### src/design/ppm_hp_pkg.sv
// shared constants and types for the ppm p6 header parser
// status codes, character codes, field width and the result record
// no dependencies
package ppm_hp_pkg;

    // width of one decimal number field
    localparam int FIELD_BITS = 16;
    localparam int OUT_BITS   = 16;

    // character codes
    localparam logic [7:0] CH_HASH  = 8'd35;
    localparam logic [7:0] CH_NL    = 8'd10;
    localparam logic [7:0] CH_P     = 8'd80;
    localparam logic [7:0] CH_SIX   = 8'd54;
    localparam logic [7:0] CH_ZERO  = 8'd48;
    localparam logic [7:0] CH_NINE  = 8'd57;
    localparam logic [7:0] CH_SPACE = 8'd32;
    localparam logic [7:0] CH_TAB   = 8'd9;
    localparam logic [7:0] CH_CR    = 8'd13;
    localparam logic [3:0] RADIX    = 4'd10;

    // result status codes
    localparam logic [2:0] STAT_OK        = 3'd0;
    localparam logic [2:0] STAT_BAD_MAGIC = 3'd1;
    localparam logic [2:0] STAT_BAD_NUM   = 3'd2;
    localparam logic [2:0] STAT_NO_WS     = 3'd3;
    localparam logic [2:0] STAT_EARLY_END = 3'd4;

    typedef struct packed {
        logic [2:0]          status;
        logic [OUT_BITS-1:0] width;
        logic [OUT_BITS-1:0] height;
        logic [OUT_BITS-1:0] max_color;
        logic [OUT_BITS-1:0] data_offset;
    } result_t;

endpackage

### src/design/ppm_p6_header_parser_unit.sv
// ppm p6 header parser: top level with input and result registers
// uses ppm_hp_parse for the per-byte state machine
// depends on ppm_hp_pkg
//
// usage
// - byte channel: byte_valid, byte_stall, byte_value, last_byte. one buffer
//   byte per beat; last_byte marks the final byte and restarts the parser.
// - result channel: result_valid, result_stall and the five result fields.
//   at most one result per buffer: status, width, height, max_color and
//   data_offset, given as soon as the outcome is known (or at the last byte).
// - registers: a taken byte is held in the input register and parsed from there;
//   its result is held in the result register and visible from there.
// - throughput: one byte per cycle unless stalled, set by the single state update
//   per byte (one times-ten add and a compare) between input and result registers.
// - when the receiver stalls with a result waiting, the parser holds the
//   byte in its input register and raises byte_stall until the result is taken.
// - reset clears the parse state and the input and result valid flags;
//   the block takes bytes in the first cycle after reset.
module ppm_p6_header_parser_unit
    import ppm_hp_pkg::*;
(
    input  logic                clk,
    input  logic                rst_n,
    input  logic                byte_valid,
    output logic                byte_stall,
    input  logic [7:0]          byte_value,
    input  logic                last_byte,
    output logic                result_valid,
    input  logic                result_stall,
    output logic [2:0]          status,
    output logic [OUT_BITS-1:0] width,
    output logic [OUT_BITS-1:0] height,
    output logic [OUT_BITS-1:0] max_color,
    output logic [OUT_BITS-1:0] data_offset
);

    logic       in_valid_reg, in_valid_next;
    logic [7:0] byte_reg;
    logic       last_reg;
    logic       res_valid_reg, res_valid_next;
    result_t    res_reg;
    logic       accept;
    logic       advance;
    logic       emit;
    result_t    result;

    // handshake: a held byte waits while a result is blocked
    assign advance    = in_valid_reg && !(res_valid_reg && result_stall);
    assign byte_stall = in_valid_reg && res_valid_reg && result_stall;
    assign accept     = byte_valid && !byte_stall;

    ppm_hp_parse u_parse (
        .clk     (clk),
        .rst_n   (rst_n),
        .go      (advance),
        .byte_in (byte_reg),
        .last_in (last_reg),
        .emit    (emit),
        .result  (result)
    );

    // next valid flags
    always_comb
    begin
        if (accept)
            in_valid_next = 1'b1;
        else if (advance)
            in_valid_next = 1'b0;
        else
            in_valid_next = in_valid_reg;

        if (advance && emit)
            res_valid_next = 1'b1;
        else if (!result_stall)
            res_valid_next = 1'b0;
        else
            res_valid_next = res_valid_reg;
    end

    // control registers
    always_ff @(posedge clk or negedge rst_n)
    begin
        if (!rst_n)
        begin
            in_valid_reg  <= 1'b0;
            res_valid_reg <= 1'b0;
        end
        else
        begin
            in_valid_reg  <= in_valid_next;
            res_valid_reg <= res_valid_next;
        end
    end

    // payload registers
    always_ff @(posedge clk)
    begin
        if (accept)
        begin
            byte_reg <= byte_value;
            last_reg <= last_byte;
        end
        if (advance && emit)
            res_reg <= result;
    end

    // result ports
    assign result_valid = res_valid_reg;
    assign status       = res_reg.status;
    assign width        = res_reg.width;
    assign height       = res_reg.height;
    assign max_color    = res_reg.max_color;
    assign data_offset  = res_reg.data_offset;

endmodule

### src/design/ppm_hp_parse.sv
// header parse state machine: one byte per beat, at most one result per beat
// holds the parse state and produces the result for the byte it is given
// depends on ppm_hp_pkg
module ppm_hp_parse
    import ppm_hp_pkg::*;
(
    input  logic       clk,
    input  logic       rst_n,
    input  logic       go,
    input  logic [7:0] byte_in,
    input  logic       last_in,
    output logic       emit,
    output result_t    result
);

    typedef enum logic [3:0] {
        PH_PRE,
        PH_GOT_P,
        PH_GOT_6,
        PH_SEP_W,
        PH_NUM_W,
        PH_SEP_H,
        PH_NUM_H,
        PH_SEP_M,
        PH_NUM_M,
        PH_SEP_D
    } phase_t;

    localparam logic [OUT_BITS-1:0] POS_MAX = '1;

    phase_t                phase_reg, phase_next;
    logic                  in_comment_reg, in_comment_next;
    logic                  seen_ws_reg, seen_ws_next;
    logic [FIELD_BITS-1:0] acc_reg, acc_next;
    logic [FIELD_BITS-1:0] saved_w_reg, saved_w_next;
    logic [FIELD_BITS-1:0] saved_h_reg, saved_h_next;
    logic [OUT_BITS-1:0]   pos_reg, pos_next;
    logic                  reported_reg, reported_next;

    logic                  is_ws;
    logic                  is_digit;
    logic [3:0]            digit;
    logic [FIELD_BITS+3:0] acc_sum;
    logic                  acc_ovf;
    logic [OUT_BITS-1:0]   pos_inc;
    logic                  emit_now;
    logic                  emit_end;
    logic [2:0]            st;

    // byte classes and the times-ten accumulate
    assign is_ws    = (byte_in == CH_SPACE) || ((byte_in >= CH_TAB) && (byte_in <= CH_CR));
    assign is_digit = (byte_in >= CH_ZERO) && (byte_in <= CH_NINE);
    assign digit    = 4'(byte_in - CH_ZERO);
    assign acc_sum  = ({4'b0, acc_reg} << 3) + ({4'b0, acc_reg} << 1)
                    + (FIELD_BITS+4)'(digit);
    assign acc_ovf  = |acc_sum[FIELD_BITS+3:FIELD_BITS];
    assign pos_inc  = (pos_reg == POS_MAX) ? pos_reg : pos_reg + 1'b1;

    // next state and result for the current byte
    always_comb
    begin
        phase_next      = phase_reg;
        in_comment_next = in_comment_reg;
        seen_ws_next    = seen_ws_reg;
        acc_next        = acc_reg;
        saved_w_next    = saved_w_reg;
        saved_h_next    = saved_h_reg;
        emit_now        = 1'b0;
        emit_end        = 1'b0;
        st              = STAT_OK;
        if (go && !reported_reg)
        begin
            case (phase_reg)
                PH_PRE:
                begin
                    if (in_comment_reg)
                    begin
                        if (byte_in == CH_NL)
                            in_comment_next = 1'b0;
                    end
                    else if (byte_in == CH_HASH)
                        in_comment_next = 1'b1;
                    else if (!is_ws)
                    begin
                        if (byte_in != CH_P)
                        begin
                            emit_now = 1'b1;
                            st       = STAT_BAD_MAGIC;
                        end
                        else
                            phase_next = PH_GOT_P;
                    end
                end
                PH_GOT_P:
                begin
                    if (byte_in != CH_SIX)
                    begin
                        emit_now = 1'b1;
                        st       = STAT_BAD_MAGIC;
                    end
                    else
                        phase_next = PH_GOT_6;
                end
                PH_GOT_6:
                begin
                    if (!is_ws)
                    begin
                        emit_now = 1'b1;
                        st       = STAT_BAD_MAGIC;
                    end
                    else
                        phase_next = PH_SEP_W;
                end
                PH_NUM_W, PH_NUM_H, PH_NUM_M:
                begin
                    if (is_digit)
                    begin
                        acc_next = acc_sum[FIELD_BITS-1:0];
                        if (acc_ovf)
                        begin
                            emit_now = 1'b1;
                            st       = STAT_BAD_NUM;
                        end
                    end
                    else
                    begin
                        // number ends: close the field, then treat byte as separator
                        if (phase_reg == PH_NUM_W)
                        begin
                            saved_w_next = acc_reg;
                            phase_next   = PH_SEP_H;
                        end
                        else if (phase_reg == PH_NUM_H)
                        begin
                            saved_h_next = acc_reg;
                            phase_next   = PH_SEP_M;
                        end
                        else
                        begin
                            phase_next   = PH_SEP_D;
                            seen_ws_next = 1'b0;
                        end
                        if (byte_in == CH_HASH)
                            in_comment_next = 1'b1;
                        else if (is_ws)
                        begin
                            if (phase_reg == PH_NUM_M)
                                seen_ws_next = 1'b1;
                        end
                        else
                        begin
                            emit_now = 1'b1;
                            st       = (phase_reg == PH_NUM_M) ? STAT_NO_WS : STAT_BAD_NUM;
                        end
                    end
                end
                PH_SEP_W, PH_SEP_H, PH_SEP_M, PH_SEP_D:
                begin
                    if (in_comment_reg)
                    begin
                        if (byte_in == CH_NL)
                            in_comment_next = 1'b0;
                    end
                    else if (byte_in == CH_HASH)
                        in_comment_next = 1'b1;
                    else if (is_ws)
                    begin
                        if (phase_reg == PH_SEP_D)
                            seen_ws_next = 1'b1;
                    end
                    else if (phase_reg == PH_SEP_D)
                    begin
                        emit_now = 1'b1;
                        st       = seen_ws_reg ? STAT_OK : STAT_NO_WS;
                    end
                    else if (is_digit)
                    begin
                        acc_next = FIELD_BITS'(digit);
                        case (phase_reg)
                            PH_SEP_W: phase_next = PH_NUM_W;
                            PH_SEP_H: phase_next = PH_NUM_H;
                            default:  phase_next = PH_NUM_M;
                        endcase
                    end
                    else
                    begin
                        emit_now = 1'b1;
                        st       = STAT_BAD_NUM;
                    end
                end
                default:
                    phase_next = PH_PRE;
            endcase

            // buffer ends without an earlier outcome
            if (last_in && !emit_now)
            begin
                emit_end = 1'b1;
                if (phase_next == PH_SEP_D)
                    st = seen_ws_next ? STAT_OK : STAT_NO_WS;
                else
                    st = STAT_EARLY_END;
            end
        end
    end

    // result record
    always_comb
    begin
        emit             = emit_now || emit_end;
        result.status    = st;
        result.width     = OUT_BITS'(saved_w_next);
        result.height    = OUT_BITS'(saved_h_next);
        result.max_color = (phase_next == PH_SEP_D) ? OUT_BITS'(acc_next) : '0;
        if (st != STAT_OK)
            result.data_offset = '0;
        else if (emit_end)
            result.data_offset = pos_inc;
        else
            result.data_offset = pos_reg;
    end

    // position and report flag
    always_comb
    begin
        pos_next      = go ? pos_inc : pos_reg;
        reported_next = reported_reg || emit;
    end

    // state registers; the last byte of a buffer restarts the parser
    always_ff @(posedge clk or negedge rst_n)
    begin
        if (!rst_n)
        begin
            phase_reg      <= PH_PRE;
            in_comment_reg <= 1'b0;
            seen_ws_reg    <= 1'b0;
            acc_reg        <= '0;
            saved_w_reg    <= '0;
            saved_h_reg    <= '0;
            pos_reg        <= '0;
            reported_reg   <= 1'b0;
        end
        else if (go && last_in)
        begin
            phase_reg      <= PH_PRE;
            in_comment_reg <= 1'b0;
            seen_ws_reg    <= 1'b0;
            acc_reg        <= '0;
            saved_w_reg    <= '0;
            saved_h_reg    <= '0;
            pos_reg        <= '0;
            reported_reg   <= 1'b0;
        end
        else
        begin
            phase_reg      <= phase_next;
            in_comment_reg <= in_comment_next;
            seen_ws_reg    <= seen_ws_next;
            acc_reg        <= acc_next;
            saved_w_reg    <= saved_w_next;
            saved_h_reg    <= saved_h_next;
            pos_reg        <= pos_next;
            reported_reg   <= reported_next;
        end
    end

endmodule
### config.mk
export PLATFORM = sky130hd
export DESIGN_NAME = ppm_p6_header_parser_unit
export DESIGN_NICKNAME = d
export VERILOG_FILES = /design/src/design/ppm_hp_pkg.sv /design/src/design/ppm_p6_header_parser_unit.sv /design/src/design/ppm_hp_parse.sv
export SDC_FILE = /design/constraint.sdc
export NUM_CORES = 1
export LEC_CHECK = 0
export ABC_AREA = 1
export BUFFER_PORTS_ARGS = -buffer_cell sky130_fd_sc_hd__buf_4
export CORE_ASPECT_RATIO = 1.2
export CORE_UTILIZATION = 50
export DETAILED_ROUTE_END_ITERATION = 6
export MAX_ROUTING_LAYER = met4
export PLACE_DENSITY = 0.69
export SYNTH_ARGS = -nofsm -noshare
export SYNTH_HDL_FRONTEND = slang
export SYNTH_SLANG_ARGS = --single-unit
### constraint.sdc
create_clock -name clk -period 5.51 [get_ports clk]
set_input_delay 0.2755 -clock clk [delete_from_list [all_inputs] [get_ports clk]]
set_output_delay 0.2755 -clock clk [all_outputs]
set_load 0.01 [all_outputs]
Yosys cells after proc, flatten, opt, wreduce, memory -nomap -nowiden
Index checks and enable logic that the tools add are counted.
{ "op_classes": {"addsub": 4, "order_cmp": 4, "eq_ne": 20, "n_mux": 111, "n_reduce_logical": 29} }
{ "ops": {"columns": ["op", "count"], "rows": [
  ["2-to-1 mux 16 bit", 23],
  ["2-to-1 mux 4 bit", 17],
  ["2-to-1 mux 1 bit", 47],
  ["2-to-1 mux 3 bit", 13],
  ["one-hot mux 16 bit (2 select lines)", 1],
  ["adder 19 x 17 -> 20 bit", 1],
  ["adder 20 x 4 -> 20 bit", 1],
  ["one-hot mux 4 bit (5 select lines)", 1],
  ["adder 16 x 1 -> 16 bit, second input constant", 1],
  ["equality test 16 bit, second input constant", 1],
  ["equality test 4 x 3 -> 1 bit, second input constant", 4],
  ["equality test 4 bit, second input constant", 4],
  ["equality test 8 x 6 -> 1 bit, second input constant", 2],
  ["one-hot mux 3 bit (5 select lines)", 1],
  ["logical AND 1 bit", 11],
  ["equality test 4 x 2 -> 1 bit, second input constant", 2],
  ["equality test 8 x 4 -> 1 bit, second input constant", 1],
  [">= comparator 8 x 4 -> 1 bit, second input constant", 1],
  [">= comparator 8 x 6 -> 1 bit, second input constant", 1],
  ["<= comparator 8 x 4 -> 1 bit, second input constant", 1],
  ["<= comparator 8 x 6 -> 1 bit, second input constant", 1],
  ["2-to-1 mux 2 bit", 4],
  ["!= test 8 x 6 -> 1 bit, second input constant", 1],
  ["!= test 8 x 7 -> 1 bit, second input constant", 1],
  ["17 further kinds", 27]
]} }
{ "word_totals": {"ff_bits": 149, "in_bits": 13, "out_inout_bits": 69, "wordCells": 185} }

Logic depth before layout (Yosys ltp)
Gate-level depths: netlist of run 1.
{ "logic_depth": {"ltp_word": 16, "ltp_mapped": 22, "depth_no_buf": 21} }

Cells and area by module
A second synthesis of run 1 with hierarchy kept.
{ "unflattened": {"cells_unflattened": 884, "area_unflattened_um2": 7790.0} }
{ "modules_own_cells": {"columns": ["module", "n_inst", "cells_each", "area_each_um2", "seq_area_each_um2"], "rows": [
  ["ppm_hp_parse", 1, 793, 5401.4, 1776.7],
  ["ppm_p6_header_parser_unit", 1, 91, 2388.5, 2332.2]
]} }

Least setup slack after synthesis of run 1
OpenSTA, ideal clock, no wires.
{ "synth_timing": {"path_kind": "reg2reg", "start": "reg byte_reg[3]", "end": "reg res_reg (netlist bit data_offset[0]), enable pin", "setup_time_ps": 422, "t_arrival_ps": 3655, "required_ps": 5088, "path_slack_ps": 1434, "path_stages_with_launch": 19, "path_buffers": 0, "synth_period_minus_slack_ps": 4076, "cell_sequence": "edfxtp_1 > inv_2 > fa_1 > fa_1 > inv_1 > nand2_1 > nand2_1 > nand3_1 > nand2_1 > nand2_1 > nand2_1 > nand2_1 > nand2_1 > nor2_1 > nand2_1 > nand2_2 > nand3_1 > nand2_1 > inv_1"} }
{ "synth_via": {"elab_chain_cells": 15, "elab_cells_between_ends": 37, "classes_between": "2 x add/sub; 4 x order compare; 4 x eq/ne; 19 x mux; 8 x reduce/logical"} }
{ "synth_lines": {"columns": ["item", "line", "source"], "rows": [
  ["from (decl)", "ppm_p6_header_parser_unit.sv:38", "logic [7:0] byte_reg;"],
  ["from (signal assigned)", "ppm_p6_header_parser_unit.sv:100", "byte_reg <= byte_value;"],
  ["parallel branches: the longest is 7 deep, another holds adder 20 x 4 -> 20 bit", null, null],
  ["one-hot mux 1 bit (5 select lines) (*)", "ppm_hp_parse.sv:73", "case (phase_reg)"],
  ["2-to-1 mux 1 bit (*)", "ppm_hp_parse.sv:71", "if (go && !reported_reg)"],
  ["zero test 1 bit", "ppm_hp_parse.sv:196", "if (last_in && !emit_now)"],
  ["logical AND 1 bit", "ppm_hp_parse.sv:196", null],
  ["2-to-1 mux 1 bit", "ppm_hp_parse.sv:196", null],
  ["2-to-1 mux 1 bit", "ppm_hp_parse.sv:71", null],
  ["logical OR 1 bit (*)", "ppm_hp_parse.sv:210", "emit = emit_now || emit_end;"],
  ["logical AND 1 bit (*)", "ppm_p6_header_parser_unit.sv:103", "if (advance && emit)"],
  ["to (signal assigned)", "ppm_p6_header_parser_unit.sv:104", "res_reg <= result;"],
  ["to (decl)", "ppm_p6_header_parser_unit.sv:41", "result_t res_reg;"]
]} }
Every way passes the cells marked *. The select of a mux whose other input is x is not followed.
A chain may end at the register's enable or synchronous reset.

Worst setup path after layout of run 1
{ "layout_timing": {"start": "reg byte_reg[3]", "end": "reg res_reg (netlist bit max_color[3]), enable pin"} }
The elaborated chain is that of the path after synthesis.

==> flow_summary.toml, run 1 <==
[yosys]
synth_ff_type = "edfxtp_1"
synth_top_area_cell = "edfxtp_1"
async_flop_share_pct = 49.0
seq_area_frac_synth_pct = 49.9
ys_top_cells_by_area = "edfxtp_1 28%, dfrtp_1 22%, nand2_1 8.5%"
ys_ff_latch = 149
synth_edf_count = 76
avgSynthCellArea_sq_um = 8.50
yosys_warnings = 0
synth_nets = 1016
netlist_instances = 969
yosys.area.top_type_share_pct = 27.7
syn_area_sq_um = 8240
yosys.cell_types.count = 51

[pwr]
finalPower_w = 0.00399
p_switching_w = 0.00143
p_comb_share_pct = 31.4
seqPwrFrac_pct = 38.8
power.internal_w = 0.00256
power_switching_share_pct = 35.9
clockPowerShare_pct = 29.8
p_per_area_nw_per_um2 = 414
ir_drop_v = 0.000180
leakagePower_nw = 4.41

[timing]
clock_skew_ps = 8.31
max-slew-margin-rel_pct = 33.9
rsz0062_at_grt = "no"
min_period_over_period_pct = 74.0
final.min_clock_period_ps = 4080
fmax_mhz = 245
worst_slack_ps = 1430
drv_slew = 0
worstMarginPinSlew_ps = 991
setup_viol = 0
finalSetupTns_ps = 0
fin_hold_ws_ps = -14.4
hold_violations = 4

[die]
coreArea_sq_um = 16100
die_x_microns = 119
rows = 51
ioPinCount = 82
start_util_pct = 51.0
die_h_microns = 143
dieArea_sq_um = 17000

[placed_design]
pre_cts_slack_ps = 1430
portBuffers = 81
routabilityCongestion = 0.938
dp.final_hpwl_microns = 13600

[global_route]
grt_max_degree = 74
antenna_found_initial = 0
grt_overflow_total = 0
grt_pass1_wl_microns = 31400
grt_pass1_vias = 6335
globalRouteTotalUtil_pct = 24.7

[setup_path]
r2r-end = "max_color[3]"
cp_data_required_time_ps = 5570
end_kind = "flip-flop"
r2r_slack_ps = 1430
crit_path_max_fanout = 46
critPathSlowestCell = "buf_4"
critPathLaunchType = "flip-flop"
path_cells = "inv_2 -> fa_1 -> fa_1 -> inv_1 -> nand2_1 -> nand2_1 -> nand3_1 -> nand2_1 -> nand2_1 -> nand2_1 -> nand2_1 -> nand2_1 -> nor2_1 -> nand2_1 -> nand2_2 -> nand3_1 -> nand2_1 -> inv_2 -> buf_4"
r2r_cells = 19
cp.arrival_ps = 4140
worstSetupPathType = "reg2reg"
r2r_start = "byte_reg[3]"
slowest_delay_ps = 580
cpMostUsedCell = "nand2_1"

[clock_tree]
cts_tree = "done"
cts_resized = 0
clk_path_buf_depth = 2
path_clk_slew_ps = 60
cts_buffers = 17
clock_latency_ps = 430
cts_hold_buf = 0
cts_num_sinks = 149
cts_root_buffer = "clkbuf_16"
htree_num_levels = 4
cts_setup_buffers = 0

[final_layout]
final_common_cell = "nand2_1"
nFillCells = 1460
area_growth_pct = 16.9
antenna_cells = 0
drive_above_1_share_pct = 16.0
nets = 1097
mostFrequentLayoutCells = "186 x nand2_1, 148 x nor2_1, 133 x inv_1, 85 x buf_4, 76 x edfxtp_1"

[detailed_routing]
firstDrtPassIters = 5
wl_microns = 19100
vias_per_cell = 5.22
drt_iter0_markers = 492
vias = 6652
avgRoutedWirePerCell_microns = 15.0
ant_nets = 0
drc = 0

[run_status]
status = "complete, but fails checks"
violations = "negative hold slack"

[worst_hold_path]
hold_path.class = "in2async"

[flow_run]
cap_violations = 0
## logic make-up after synthesis
kind of cell / synth area share (%)
AOI/OAI and AO/OA: 11.5
xor gates and xnor gates: 1.17
adders and majority gates: 5.35
buffers and inverters: 8.41
DFF: 49.9
and+or+nand+nor: 23.6
## routing by layer
metal  share of wire, %  track usage, %
met5                  0               -
met2                 46            38.2
met3                4.7            4.35
met1                 46            32.0
met4                2.5            10.3
## worst max-delay path: cells and delay by family (launching register included)
kind | cells | cell delay [ps]
adder cells (fa/ha/maj) | 2 | 980
buffers and inverters | 4 | 1210
flip-flops | 1 | 470
AND/OR/NAND/NOR | 13 | 1000
## cell usage after synthesis, types with 2 or more instances
cell type,number
a21oi_1,40
a22oi_1,11
a31oi_1,3
and3_1,2
buf_2,4
clkbuf_1,16
clkinv_1,4
dfrtp_1,73
edfxtp_1,76
fa_1,2
ha_1,32
inv_1,134
inv_2,15
nand2_1,186
nand2_2,6
nand3_1,45
nand3_2,6
nand4_1,3
nand4_2,2
nor2_1,149
nor2_2,6
nor2_4,11
nor3_1,8
nor4_1,2
o211ai_1,11
o21ai_0,58
o21ai_1,8
o21bai_1,4
o22ai_1,17
o31ai_1,3
o32ai_1,2
or2_1,2
xor2_1,10
## stage by stage
step | hold slack [ps] | instance area (sq um) | utilization [%] | cells
after floorplan | -20.1 | 8240 | - | 969
after global placement | 454 | 9030 | 55.9 | 1243
after detailed placement | 455 | 9030 | 55.9 | 1243
after CTS | 10.1 | 9630 | 59.7 | 1275
after global routing | 13.7 | 9630 | 59.7 | 1275
final | -14.4 | 9630 | 59.7 | 1275
## power groups by stage
stage / clock, W / combinational [W] / sequential (W)
final: 0.00119 / 0.00125 / 0.00155
after global placement: 0 / 0.00124 / 0.00157
after detailed placement: 0 / 0.00125 / 0.00157
after global routing: 0.00125 / 0.00138 / 0.00157
after floorplan: 0 / 0.000771 / 0.00162
after CTS: 0.00120 / 0.00126 / 0.00155
## final cells by class
type / count / area (sq um) / share of cell area [%]
clock buffer: 21 / 450 / 4.68
clock inverter: 11 / 150 / 1.56
inverter: 153 / 574 / 5.96
multi-input combinational: 644 / 3440 / 35.8
sequential: 149 / 4110 / 42.7
tap: 212 / 265 / 2.75
timing repair buffer: 85 / 638 / 6.63
## worst max-delay path by stage
stage | from | end
after global placement | byte_reg[3] | max_color[9]
after CTS | byte_reg[3] | height[5]
final | byte_reg[3] | max_color[3]
after global routing | byte_reg[3] | height[5]
after detailed placement | byte_reg[3] | max_color[9]
after floorplan | byte_reg[3] | data_offset[0]
Power figures use the tool's default switching activity.
==> run 2: changes to the inputs <==
- PLACE_DENSITY: 0.69 -> 0.72
- clock period: 5.51 -> 3.7 ns (I/O delays scaled with it)
==> run 2 against run 1 <==
  * The run now ends clean
  * Hold slack better by 460 ps
  * Clock skew about the same
  * Core utilization up 1.3 points
  * Clock power up 50%
==> flow_summary.toml, run 2 (same netlist as run 1, synthesis figures left out) <==
[timing]
clock_skew_ps = 8.80
worstMarginPinSlew_ps = 959
setup_viol = 0
rsz0062_at_grt = "no"
finalSetupTns_ps = 0
fmax_mhz = 291
final.min_clock_period_ps = 3440
hold_violations = 0
drv_slew = 0
max-slew-margin-rel_pct = 36.1
min_period_over_period_pct = 92.9

[die]
coreArea_sq_um = 16100
die_h_microns = 143
start_util_pct = 51.0
ioPinCount = 82
dieArea_sq_um = 17000
die_x_microns = 119
rows = 51

[global_route]
grt_overflow_total = 0
globalRouteTotalUtil_pct = 24.3
antenna_found_initial = 0
grt_pass1_wl_microns = 30800
grt_max_degree = 74
grt_pass1_vias = 6148

[final_layout]
drive_above_1_share_pct = 16.9
nets = 1117
fin_cells = 1295
mostFrequentLayoutCells = "185 x nand2_1, 148 x nor2_1, 132 x inv_1, 92 x buf_4, 76 x edfxtp_1"
final_common_cell = "nand2_1"
antenna_cells = 0
area_growth_pct = 19.5
nFillCells = 1437

[clock_tree]
clk_path_buf_depth = 2
cts_root_buffer = "clkbuf_16"
cts_tree = "done"
clock_latency_ps = 430
path_clk_slew_ps = 60
cts_buffers = 17
cts_num_sinks = 149
htree_num_levels = 4

[setup_path]
r2r_cells = 19
cp_data_required_time_ps = 3880
critPathLaunchType = "flip-flop"
end_kind = "flip-flop"
crit_path_max_fanout = 32
worstSetupPathType = "reg2reg"
cp.arrival_ps = 3610

[worst_hold_path]
hold_path.class = "in2async"

[detailed_routing]
avgRoutedWirePerCell_microns = 14.8
vias = 6756
vias_per_cell = 5.22
ant_nets = 0
wl_microns = 19200
firstDrtPassIters = 5
drc = 0
drt_iter0_markers = 498

[placed_design]
routabilityCongestion = 0.952
dpl.cell_count = 1251
dp.final_hpwl_microns = 13500
portBuffers = 81

[pwr]
leakagePower_nw = 4.50
ir_drop_v = 0.000320
p_per_area_nw_per_um2 = 611

[run_status]
status = "complete, no violations"

[flow_run]
cap_violations = 0
==> run 2: timing repair <==
item	in CTS	in global routing
hold endpoints to repair	84	0
setup buffers	0	0
hold buffers	12	0
gates resized for setup	0	0
==> run 2: final timing paths <==
kind	start	end	slack, ps
setup / recovery	byte_reg[3]	data_offset[5]	260
hold / removal	rst_n	u_parse.pos_reg[13]	450
setup reg to reg	byte_reg[3]	data_offset[5]	260
hold reg to reg	result_valid	result_valid	540
max in group asynchronous	rst_n	u_parse.acc_reg[4]	2620
min in group clk	last_byte	last_reg	470
==> run 2: layer usage <==
metal	vias up	GRT usage, %	wire, microns
met5	-	-	0
met1	3149	32.4	8910
met2	184	37.1	9040
met4	0	10.2	486
li1	3388	-	-
met3	35	3.63	785
==> run 2: final cells by class <==
type | instances | area (sq um) | area share [%]
Clock buffer | 19 | 433 | 4.40
Clock inverter | 13 | 173 | 1.75
Inverter | 153 | 578 | 5.87
Multi-Input combinational cell | 644 | 3450 | 35.1
Sequential cell | 149 | 4110 | 41.7
Tap cell | 212 | 265 | 2.70
Timing Repair Buffer | 105 | 831 | 8.44
==> run 2: power breakdown <==
| group | switching (W) | internal (W) | total, W |
|---|---|---|---|
| Clock | 0.000715 | 0.00107 | 0.00179 |
| Combinational | 0.00129 | 0.000647 | 0.00194 |
| Sequential | 0.000166 | 0.00213 | 0.00229 |
==> run 2: metrics by stage <==
step	area, sq um	setup slack [ps]	util, %	power [W]	hold WS [ps]
4_1_cts	9840	265	61.0	0.00605	461
6_report	9840	261	61.0	0.00601	450
2_1_floorplan	8250	7.81	-	0.00357	-111
3_5_place_dp	9120	300	56.5	0.00425	365
5_1_grt	9840	17.4	61.0	0.00632	474
3_3_place_gp	9120	405	56.5	0.00423	363
==> run 2: critical path, stage by stage (launching register included) <==
cell      delay [ps]
edfxtp_1         470
inv_2            110
fa_1             570
inv_1             60
ha_1             300
nand2_1           80
nand2_1           70
nand3_1           90
nand2_2          100
nand2_1          110
nand3_1           70
nand2_1           80
nor2_1            50
nand2_1           90
nand2_2          120
nand4_4          100
buf_4            310
nor2_1           100
a21oi_1          240
nor2_4            60
